--- config.mk ---
export PLATFORM = sky130hd
export DESIGN_NAME = free_rectangle_expansion
export DESIGN_NICKNAME = d
export VERILOG_FILES = /design/src/design/fre_pkg.sv /design/src/design/free_rectangle_expansion.sv /design/src/design/fre_row_mem.sv
export SDC_FILE = /design/constraint.sdc
export NUM_CORES = 2
export LEC_CHECK = 0
export BUFFER_PORTS_ARGS = -buffer_cell sky130_fd_sc_hd__buf_2
export CORE_ASPECT_RATIO = 0.6
export CORE_MARGIN = 1.5
export CORE_UTILIZATION = 40
export DETAILED_ROUTE_END_ITERATION = 10
export SLEW_MARGIN = 20
export SYNTH_ARGS = -nofsm -noshare
export SYNTH_HDL_FRONTEND = slang
export SYNTH_SLANG_ARGS = --single-unit
--- constraint.sdc ---
create_clock -name clk -period 18.4 [get_ports clk]
set_input_delay 1.84 -clock clk [delete_from_list [all_inputs] [get_ports clk]]
set_output_delay 1.84 -clock clk [all_outputs]
set_load 0.05 [all_outputs]
--- src/design/fre_pkg.sv ---
// Shared types and codes for the free rectangle expansion block.
package fre_pkg;

  // Width of the configuration registers and of the widened row and column indexes.
  localparam int CFG_W = 7;

  // Configuration register indexes.
  localparam logic REG_GRID_WIDTH  = 1'b0;
  localparam logic REG_GRID_HEIGHT = 1'b1;

  // Request codes.
  localparam logic REQ_LOAD   = 1'b0;
  localparam logic REQ_EXPAND = 1'b1;

  // Sequencer states, one-hot.
  typedef enum logic [7:0] {
    ST_IDLE  = 8'b0000_0001,
    ST_FETCH = 8'b0000_0010,
    ST_RIGHT = 8'b0000_0100,
    ST_LEFT  = 8'b0000_1000,
    ST_SPAN  = 8'b0001_0000,
    ST_DOWN  = 8'b0010_0000,
    ST_UP    = 8'b0100_0000,
    ST_DONE  = 8'b1000_0000
  } state_t;

endpackage

--- src/design/free_rectangle_expansion.sv ---
// Top level of the free rectangle expansion block: sequencer, bit probe and row checks.
//
// The block keeps an occupancy grid, one word of free bits per row, in a small
// row memory. A beat is accepted on start while busy is low. A load beat
// (req_type low) writes row_bits into row pos_y in that same edge and gives no
// result; busy stays low, so loads may come back to back. An expand beat
// (req_type high) raises busy and runs the sequencer: it fetches the start
// row, probes the columns one at a time while the run grows right and then
// left, forms the column mask, then reads one row per cycle while the span
// grows down and then up, and presents the result; busy drops in the cycle
// after it. The single column probe and one memory read per cycle pace the
// growth. A blocked start, or a start outside the grid in use, finishes
// straight after the fetch, with start_blocked high and the start cell as
// the rectangle. The result is shown on the rect ports for exactly one
// cycle, marked by done; the receiver cannot stall, so nothing is held back.
// Configuration writes through cfg_we take effect at the next expand; the
// user must see that they are made only while busy is low, as the block
// does not enforce this. Reset sets both grid sizes to their maximum and
// returns the sequencer to idle; the grid rows stay undefined until loaded.
module free_rectangle_expansion #(
  parameter int MAX_WIDTH  = 64,
  parameter int MAX_HEIGHT = 64
) (
  input  logic                     clk,
  input  logic                     rst,
  input  logic                     start,
  output logic                     busy,
  input  logic                     req_type,
  input  logic [5:0]               pos_x,
  input  logic [5:0]               pos_y,
  input  logic [63:0]              row_bits,
  output logic                     done,
  output logic [5:0]               rect_left,
  output logic [5:0]               rect_top,
  output logic [5:0]               rect_right,
  output logic [5:0]               rect_bottom,
  output logic                     start_blocked,
  input  logic                     cfg_we,
  input  logic                     cfg_index,
  input  logic [fre_pkg::CFG_W-1:0] cfg_data
);

  import fre_pkg::*;

  // Only 64 rows can ever be addressed, so storage stops there.
  localparam int DEPTH  = (MAX_HEIGHT < 64) ? MAX_HEIGHT : 64;
  localparam int ADDR_W = (DEPTH > 1) ? $clog2(DEPTH) : 1;
  localparam int ROW_W  = MAX_WIDTH;

  state_t state, state_next;

  logic [CFG_W-1:0] grid_width, grid_height;
  logic [CFG_W-1:0] w_eff, h_eff;
  logic [CFG_W-1:0] w_q, h_q;

  logic [5:0] x_q, y_q;
  logic [5:0] l, r, t, b;
  logic       blocked;

  logic [ROW_W-1:0] row_reg;
  logic [ROW_W-1:0] span;
  logic [ROW_W-1:0] rd_data;

  logic [CFG_W-1:0] rd_idx;
  logic [ROW_W-1:0] probe_row;
  logic [CFG_W-1:0] probe_col;
  logic [ROW_W-1:0] probe_shift;
  logic             probe_bit;
  logic             row_ok;
  logic             start_bad;
  logic             accept;
  logic             wr_en;

  logic [CFG_W-1:0] x7, y7, r1, l1, b2;

  assign accept = start && !busy;
  assign busy   = (state != ST_IDLE);
  assign done   = (state == ST_DONE);

  assign x7 = {1'b0, x_q};
  assign y7 = {1'b0, y_q};
  assign r1 = {1'b0, r} + CFG_W'(1);
  assign l1 = {1'b0, l} - CFG_W'(1);
  assign b2 = {1'b0, b} + CFG_W'(2);

  // Registers out of range are clamped to the sizes the hardware holds.
  always_comb begin
    if (grid_width == '0) begin
      w_eff = CFG_W'(1);
    end else if (grid_width > CFG_W'(MAX_WIDTH)) begin
      w_eff = CFG_W'(MAX_WIDTH);
    end else begin
      w_eff = grid_width;
    end
    if (grid_height == '0) begin
      h_eff = CFG_W'(1);
    end else if (grid_height > CFG_W'(DEPTH)) begin
      h_eff = CFG_W'(DEPTH);
    end else begin
      h_eff = grid_height;
    end
  end

  // The shared probe: one bit of one row per cycle.
  assign probe_shift = probe_row >> probe_col;
  assign probe_bit   = probe_shift[0];

  // A row extends the rectangle when every column of the span is free in it.
  assign row_ok = ((rd_data & span) == span);

  assign start_bad = (x7 >= w_q) || (y7 >= h_q) || !probe_bit;

  // Loads go straight into the row memory; rows past storage are dropped.
  assign wr_en = accept && (req_type == REQ_LOAD) && ({1'b0, pos_y} < CFG_W'(DEPTH));

  fre_row_mem #(
    .DEPTH  (DEPTH),
    .ADDR_W (ADDR_W),
    .DATA_W (ROW_W)
  ) u_rows (
    .clk     (clk),
    .wr_en   (wr_en),
    .wr_addr (pos_y[ADDR_W-1:0]),
    .wr_data (row_bits[ROW_W-1:0]),
    .rd_addr (rd_idx[ADDR_W-1:0]),
    .rd_data (rd_data)
  );

  // Sequencer: next state, the read address ahead of its use, and the probe select.
  always_comb begin
    state_next = state;
    rd_idx     = y7;
    probe_row  = row_reg;
    probe_col  = r1;
    unique case (state)
      ST_IDLE: begin
        rd_idx = {1'b0, pos_y};
        if (accept && (req_type == REQ_EXPAND)) begin
          state_next = ST_FETCH;
        end
      end
      ST_FETCH: begin
        probe_row = rd_data;
        probe_col = x7;
        state_next = start_bad ? ST_DONE : ST_RIGHT;
      end
      ST_RIGHT: begin
        probe_col = r1;
        if (!((r1 < w_q) && probe_bit)) begin
          state_next = ST_LEFT;
        end
      end
      ST_LEFT: begin
        probe_col = l1;
        if (!((l != '0) && probe_bit)) begin
          state_next = ST_SPAN;
        end
      end
      ST_SPAN: begin
        if (y7 + CFG_W'(1) < h_q) begin
          rd_idx     = y7 + CFG_W'(1);
          state_next = ST_DOWN;
        end else if (y_q != '0) begin
          rd_idx     = y7 - CFG_W'(1);
          state_next = ST_UP;
        end else begin
          state_next = ST_DONE;
        end
      end
      ST_DOWN: begin
        if (row_ok && (b2 < h_q)) begin
          rd_idx = b2;
        end else if (y_q != '0) begin
          rd_idx     = y7 - CFG_W'(1);
          state_next = ST_UP;
        end else begin
          state_next = ST_DONE;
        end
      end
      ST_UP: begin
        if (row_ok && (t > 6'd1)) begin
          rd_idx = {1'b0, t} - CFG_W'(2);
        end else begin
          state_next = ST_DONE;
        end
      end
      ST_DONE: begin
        state_next = ST_IDLE;
      end
      default: begin
        state_next = ST_IDLE;
      end
    endcase
  end

  always_ff @(posedge clk) begin
    if (rst) begin
      state       <= ST_IDLE;
      grid_width  <= CFG_W'(64);
      grid_height <= CFG_W'(64);
    end else begin
      state <= state_next;
      if (cfg_we) begin
        unique case (cfg_index)
          REG_GRID_WIDTH:  grid_width  <= cfg_data;
          REG_GRID_HEIGHT: grid_height <= cfg_data;
          default: ;
        endcase
      end
    end
  end

  // Working registers of one expand; they need no reset.
  always_ff @(posedge clk) begin
    unique case (state)
      ST_IDLE: begin
        if (accept) begin
          x_q <= pos_x;
          y_q <= pos_y;
          w_q <= w_eff;
          h_q <= h_eff;
        end
      end
      ST_FETCH: begin
        row_reg <= rd_data;
        blocked <= start_bad;
        l       <= x_q;
        r       <= x_q;
        t       <= y_q;
        b       <= y_q;
      end
      ST_RIGHT: begin
        if ((r1 < w_q) && probe_bit) begin
          r <= r1[5:0];
        end
      end
      ST_LEFT: begin
        if ((l != '0) && probe_bit) begin
          l <= l1[5:0];
        end
      end
      ST_SPAN: begin
        for (int i = 0; i < ROW_W; i++) begin
          span[i] <= (CFG_W'(i) >= {1'b0, l}) && (CFG_W'(i) <= {1'b0, r});
        end
      end
      ST_DOWN: begin
        if (row_ok) begin
          b <= b + 6'd1;
        end
      end
      ST_UP: begin
        if (row_ok) begin
          t <= t - 6'd1;
        end
      end
      ST_DONE: ;
      default: ;
    endcase
  end

  assign rect_left     = l;
  assign rect_right    = r;
  assign rect_top      = t;
  assign rect_bottom   = b;
  assign start_blocked = blocked;

`ifndef ASSERT_OFF
  a_onehot_state: assert property (@(posedge clk) disable iff (rst) $onehot(state))
    else $error("sequencer state is not one-hot");

  a_idle_after_done: assert property (@(posedge clk) disable iff (rst) done |=> !busy)
    else $error("block did not return to idle after a result");

  a_blocked_is_cell: assert property (@(posedge clk) disable iff (rst)
    (done && start_blocked) |-> (rect_left == rect_right) && (rect_top == rect_bottom))
    else $error("blocked result is not a single cell");

  a_rect_ordered: assert property (@(posedge clk) disable iff (rst)
    (done && !start_blocked) |-> (rect_left <= rect_right) && (rect_top <= rect_bottom))
    else $error("rectangle corners out of order");

  a_start_inside: assert property (@(posedge clk) disable iff (rst)
    done |-> (rect_left <= x_q) && (x_q <= rect_right) && (rect_top <= y_q) &&
             (y_q <= rect_bottom))
    else $error("rectangle does not hold the start cell");
`endif

endmodule

--- src/design/fre_row_mem.sv ---
// Grid row storage: one write port and one registered read port.
module fre_row_mem #(
  parameter int DEPTH  = 64,
  parameter int ADDR_W = 6,
  parameter int DATA_W = 64
) (
  input  logic              clk,
  input  logic              wr_en,
  input  logic [ADDR_W-1:0] wr_addr,
  input  logic [DATA_W-1:0] wr_data,
  input  logic [ADDR_W-1:0] rd_addr,
  output logic [DATA_W-1:0] rd_data
);

  logic [DATA_W-1:0] mem [DEPTH];

  always_ff @(posedge clk) begin
    if (wr_en) begin
      mem[wr_addr] <= wr_data;
    end
  end

  // The read port runs every cycle; the sequencer picks the address ahead of its use.
  always_ff @(posedge clk) begin
    rd_data <= mem[rd_addr];
  end

endmodule

==> summary by stage <==
Synth
The average size of a mapped cell is between 15 and 20 sq um. In the synthesized netlist, the number of instances is around 10000. In this run the cell area of the synthesized design comes to approximately 170000 sq um.

The number of flops mapped to enable cells by yosys is 4211. For this run, asynchronously set or reset flops after synthesis account for 0%. Of the synthesized area, sequential elements account for between 70% and 80%.

The number of different library cells used by synthesis comes to just over 90. During synthesis, Yosys emitted a total of 0 warnings. Synthesis produced a netlist with a net count of just over 10000. Counting flops and latches in the post-synthesis netlist gives between 4000 and 5000.

In the synthesized netlist the dominant register cell turns out to be sky130_fd_sc_hd__edfxtp_1.

Timing
The worst-case clock skew is about 0.062 ns. In this run the tightest slew margin relative to its limit is 17.0%. Based on the critical path, the design can be clocked at up to approximately 110 MHz. The worst-margin pin slew is roughly 1.2 ns. Setup repair after global routing left no endpoint under its margin. The hold violation count in the final report is 0. The final hold slack is 0.448 ns.

Across all setup checks in the final design, the least slack found is about 9 ns. The count of endpoints failing setup in the final report is 0. Adding up every negative setup slack in the final design gives 0 ns. The final period demand of the worst path is 9.38 ns.

The number of pins with negative max-slew slack in the final report came to 0. The final critical path takes up between 50% and 60% of the cycle.

Place
The setup slack after placement is 9.63 ns. In this run the tool buffered the top-level ports with 115 buffer cells. The placed standard-cell area is ~180000 sq um. The half-perimeter wire length after placement is 321000 um.

Routability-driven placement finished with a final weighted congestion of about 1. The total placed cells including tap cells is 15445.

Cells and area
In the final design database the tool counted 10271 nets. Ranked by flip-flop count, first place goes to u_rows.mem. The number of cells in the finished layout apart from fillers is around 16000. The fraction of the core area covered by cells at the end of the flow is between 40% and 50%. Of the cells placed in the final design, the portion with a size suffix greater than 1 is roughly 11%.

The layout filler cell count is between 30000 and 40000. The register with the most flip-flops in the layout has roughly 4100 of them. From synthesis to final layout, the design area changed by 12.1%. The library cells used most frequently in the layout, excluding fill and tap cells, are sky130_fd_sc_hd__edfxtp_1, sky130_fd_sc_hd__mux2i_1, sky130_fd_sc_hd__o22ai_1, sky130_fd_sc_hd__nand2_1, sky130_fd_sc_hd__clkbuf_16.

The commonest non-fill, non-tap cell in the layout is sky130_fd_sc_hd__edfxtp_1. The total non-filler cell area in the finished layout is just under 200000 sq um.

Worst setup path
Among all stages on the critical path, the largest delay is contributed by sky130_fd_sc_hd__dfxtp_1. For this run, the slowest stage of the critical path takes about 1.1 ns. The cell with the most instances on the worst path is sky130_fd_sc_hd__buf_12. The kind of start point of the critical path is a flop. The signal on the critical path passes through nand2b_1 -> o2111ai_1 -> nor4_1 -> and4_1 -> a21oi_1 -> a221o_4 -> nor3_4 -> buf_12 -> buf_4 -> buf_12 -> mux2i_1 -> o22ai_1 -> o41ai_1 -> o2111ai_2. The peak fanout along the critical path is ~140. STA puts the critical path data arrival time at about 9.9 ns.

STA puts the critical path data required time at ~19 ns. The worst setup path is captured at a flop. The type of the worst setup path is flop to flop.

Floorplanning
Once the floorplan was initialized, standard cells occupied between 40% and 50% of the core. After floorplanning, the core was divided into between 150 and 200 placement rows. The floorplan step defined a die boundary enclosing ~430000 sq um. The number of I/O pins is approximately 120. The core region is ~420000 sq um. The chip height is around 510 um. The floorplan step set the die width to 848 um.

Clock tree
The total of hold buffers inserted after clock tree synthesis is 0. The count of cells resized by post-cts repair is 0. The tree built by TritonCTS fans out to 4361 sinks. The number of clock buffers added by TritonCTS is roughly 380. Buffers added to address setup during post-CTS repair amount to 0. The maximum level of the CTS H-tree is 5.

In this run the clock root is driven by a sky130_fd_sc_hd__clkbuf_16. Clock-pin slew was measured on the worst setup and hold paths at ~0.07 ns. Clock latency on the worst-skew pair, taken at its later pin, is around 0.99 ns. The clock passes through at most 4 buffers. The TritonCTS clock tree is built.

Routing
After detailed routing, the average wire length per cell comes to between 30 and 40 um. The DRC marker count from the first detailed-route iteration is between 15000 and 20000. The number of detailed-routing iterations run before antenna repair is 8. Summing over every cut layer, the via total after detailed routing is approximately 100k. The post-detailed-route DRC marker count is 0. Using the TritonRoute via totals, the vias-per-cell ratio works out to roughly 6.4.

The remaining antenna violation count is 0. The final wirelength is slightly below 600000 um.

Global route
The number of antenna violations at the first check in global routing came to between 60 and 70. The largest net degree at the start of global routing is ~170. For this run the aggregate overflow at the end of global routing stands at 0. The first-pass GRT wire length is around 800000 um. Global routing used roughly a quarter of the available tracks. The number of global-route vias before repair was around 96000.

Power
The largest voltage drop on the vdd net is 0.112 mV. For this design the ratio of total power to cell area is 129 nW/um^2. In this run the static leakage power is 65.2 nW. The overall power of the completed layout is approximately 25 mW.

Outcome
The flow ran to the end, and the final reports show no timing, DRC or antenna violations.

Flow run
Max-cap violations in this run came to 0.

Min path
The tightest min-delay check is of the flop to flop type.
[cells by family after synthesis]
kind of cell,share of synthesized area [%]
compound gates,8.19
simple gates,3.18
mux,10.6
flops,75.5
xor+xnor,0.138
buf+inv,2.07
fa+ha+maj,0.336
[final cells by class]
class,count,area (sq um),share of cell area (%)
sequential,4361,129000,67.4
inverter,58,218,0.113
antenna,47,118,0.0612
multi-input combinational,4889,39500,20.6
tap,5703,7140,3.71
clock buffer,467,10200,5.28
clock inverter,213,1970,1.03
timing repair buffer,445,3620,1.88
[power by group]
part           switching, mW  internal [mW]
Sequential             0.136           11.1
Combinational           3.87           1.70
Clock                   3.67           4.40
Total                   7.68           17.2
[metal layers]
layer	track usage, %	routed length (um)	vias to the layer above	part of all wire [%]
met5	0	204	-	0.035
met4	7.55	18300	32	3.1
met3	8.72	84100	1037	14
met2	35.8	237000	7590	41
met1	39.0	243000	53368	42
li1	-	-	41203	-
[synth_stat cells (11+ instances only)]
cell / number / area, sq um
sky130_fd_sc_hd__xor2_1: 13 / 114
sky130_fd_sc_hd__inv_1: 55 / 206
sky130_fd_sc_hd__nand2b_1: 46 / 288
sky130_fd_sc_hd__buf_2: 355 / 1780
sky130_fd_sc_hd__and3_1: 12 / 75.1
sky130_fd_sc_hd__o41ai_1: 187 / 1640
sky130_fd_sc_hd__a21oi_1: 167 / 836
sky130_fd_sc_hd__or2_2: 11 / 68.8
sky130_fd_sc_hd__a21o_1: 13 / 97.6
sky130_fd_sc_hd__ha_1: 46 / 576
sky130_fd_sc_hd__o21ai_0: 53 / 265
sky130_fd_sc_hd__nor2b_1: 37 / 231
sky130_fd_sc_hd__nand3_1: 28 / 140
sky130_fd_sc_hd__and4_1: 18 / 158
sky130_fd_sc_hd__a221oi_1: 18 / 158
sky130_fd_sc_hd__nor2_1: 147 / 552
sky130_fd_sc_hd__edfxtp_1: 4211 / 126000
sky130_fd_sc_hd__o31ai_1: 183 / 1370
sky130_fd_sc_hd__a211oi_1: 22 / 165
sky130_fd_sc_hd__xnor2_1: 14 / 123
sky130_fd_sc_hd__nor3_1: 30 / 150
sky130_fd_sc_hd__clkbuf_1: 286 / 1070
sky130_fd_sc_hd__buf_4: 41 / 308
sky130_fd_sc_hd__nor4_1: 77 / 482
sky130_fd_sc_hd__mux2_2: 21 / 236
sky130_fd_sc_hd__dfxtp_1: 150 / 3000
sky130_fd_sc_hd__buf_1: 29 / 109
sky130_fd_sc_hd__nand4_1: 182 / 1140
sky130_fd_sc_hd__o22ai_1: 847 / 5300
sky130_fd_sc_hd__nand2_1: 453 / 1700
sky130_fd_sc_hd__o31a_1: 16 / 140
sky130_fd_sc_hd__a2111o_1: 178 / 2000
sky130_fd_sc_hd__mux2i_1: 1784 / 17900
sky130_fd_sc_hd__o2111ai_1: 156 / 1370
[critical path, delay by kind of cell (launching register included)]
family | cells | cell delay, ns
AO/OA/AOI/OAI | 6 | 2.92
AND/OR/NAND/NOR | 4 | 1.92
multiplexers | 1 | 0.28
flip-flops | 1 | 1.09
buffers and inverters | 3 | 2.06
[worst paths after layout]
path                                                 start                          to  slack (ns)  cells past startpoint
worst max-delay path            u_rows.rd_data[57]$_DFF_P_  u_rows.rd_data[61]$_DFF_P_        9.02                     14
worst min-delay path                   row_reg[33]$_DFF_P_         row_reg[33]$_DFF_P_        0.45                      2
worst max register to register  u_rows.rd_data[57]$_DFF_P_  u_rows.rd_data[61]$_DFF_P_        9.02                     14
worst min register to register         row_reg[33]$_DFF_P_         row_reg[33]$_DFF_P_        0.45                      2
(Power assumes the default switching activity.)
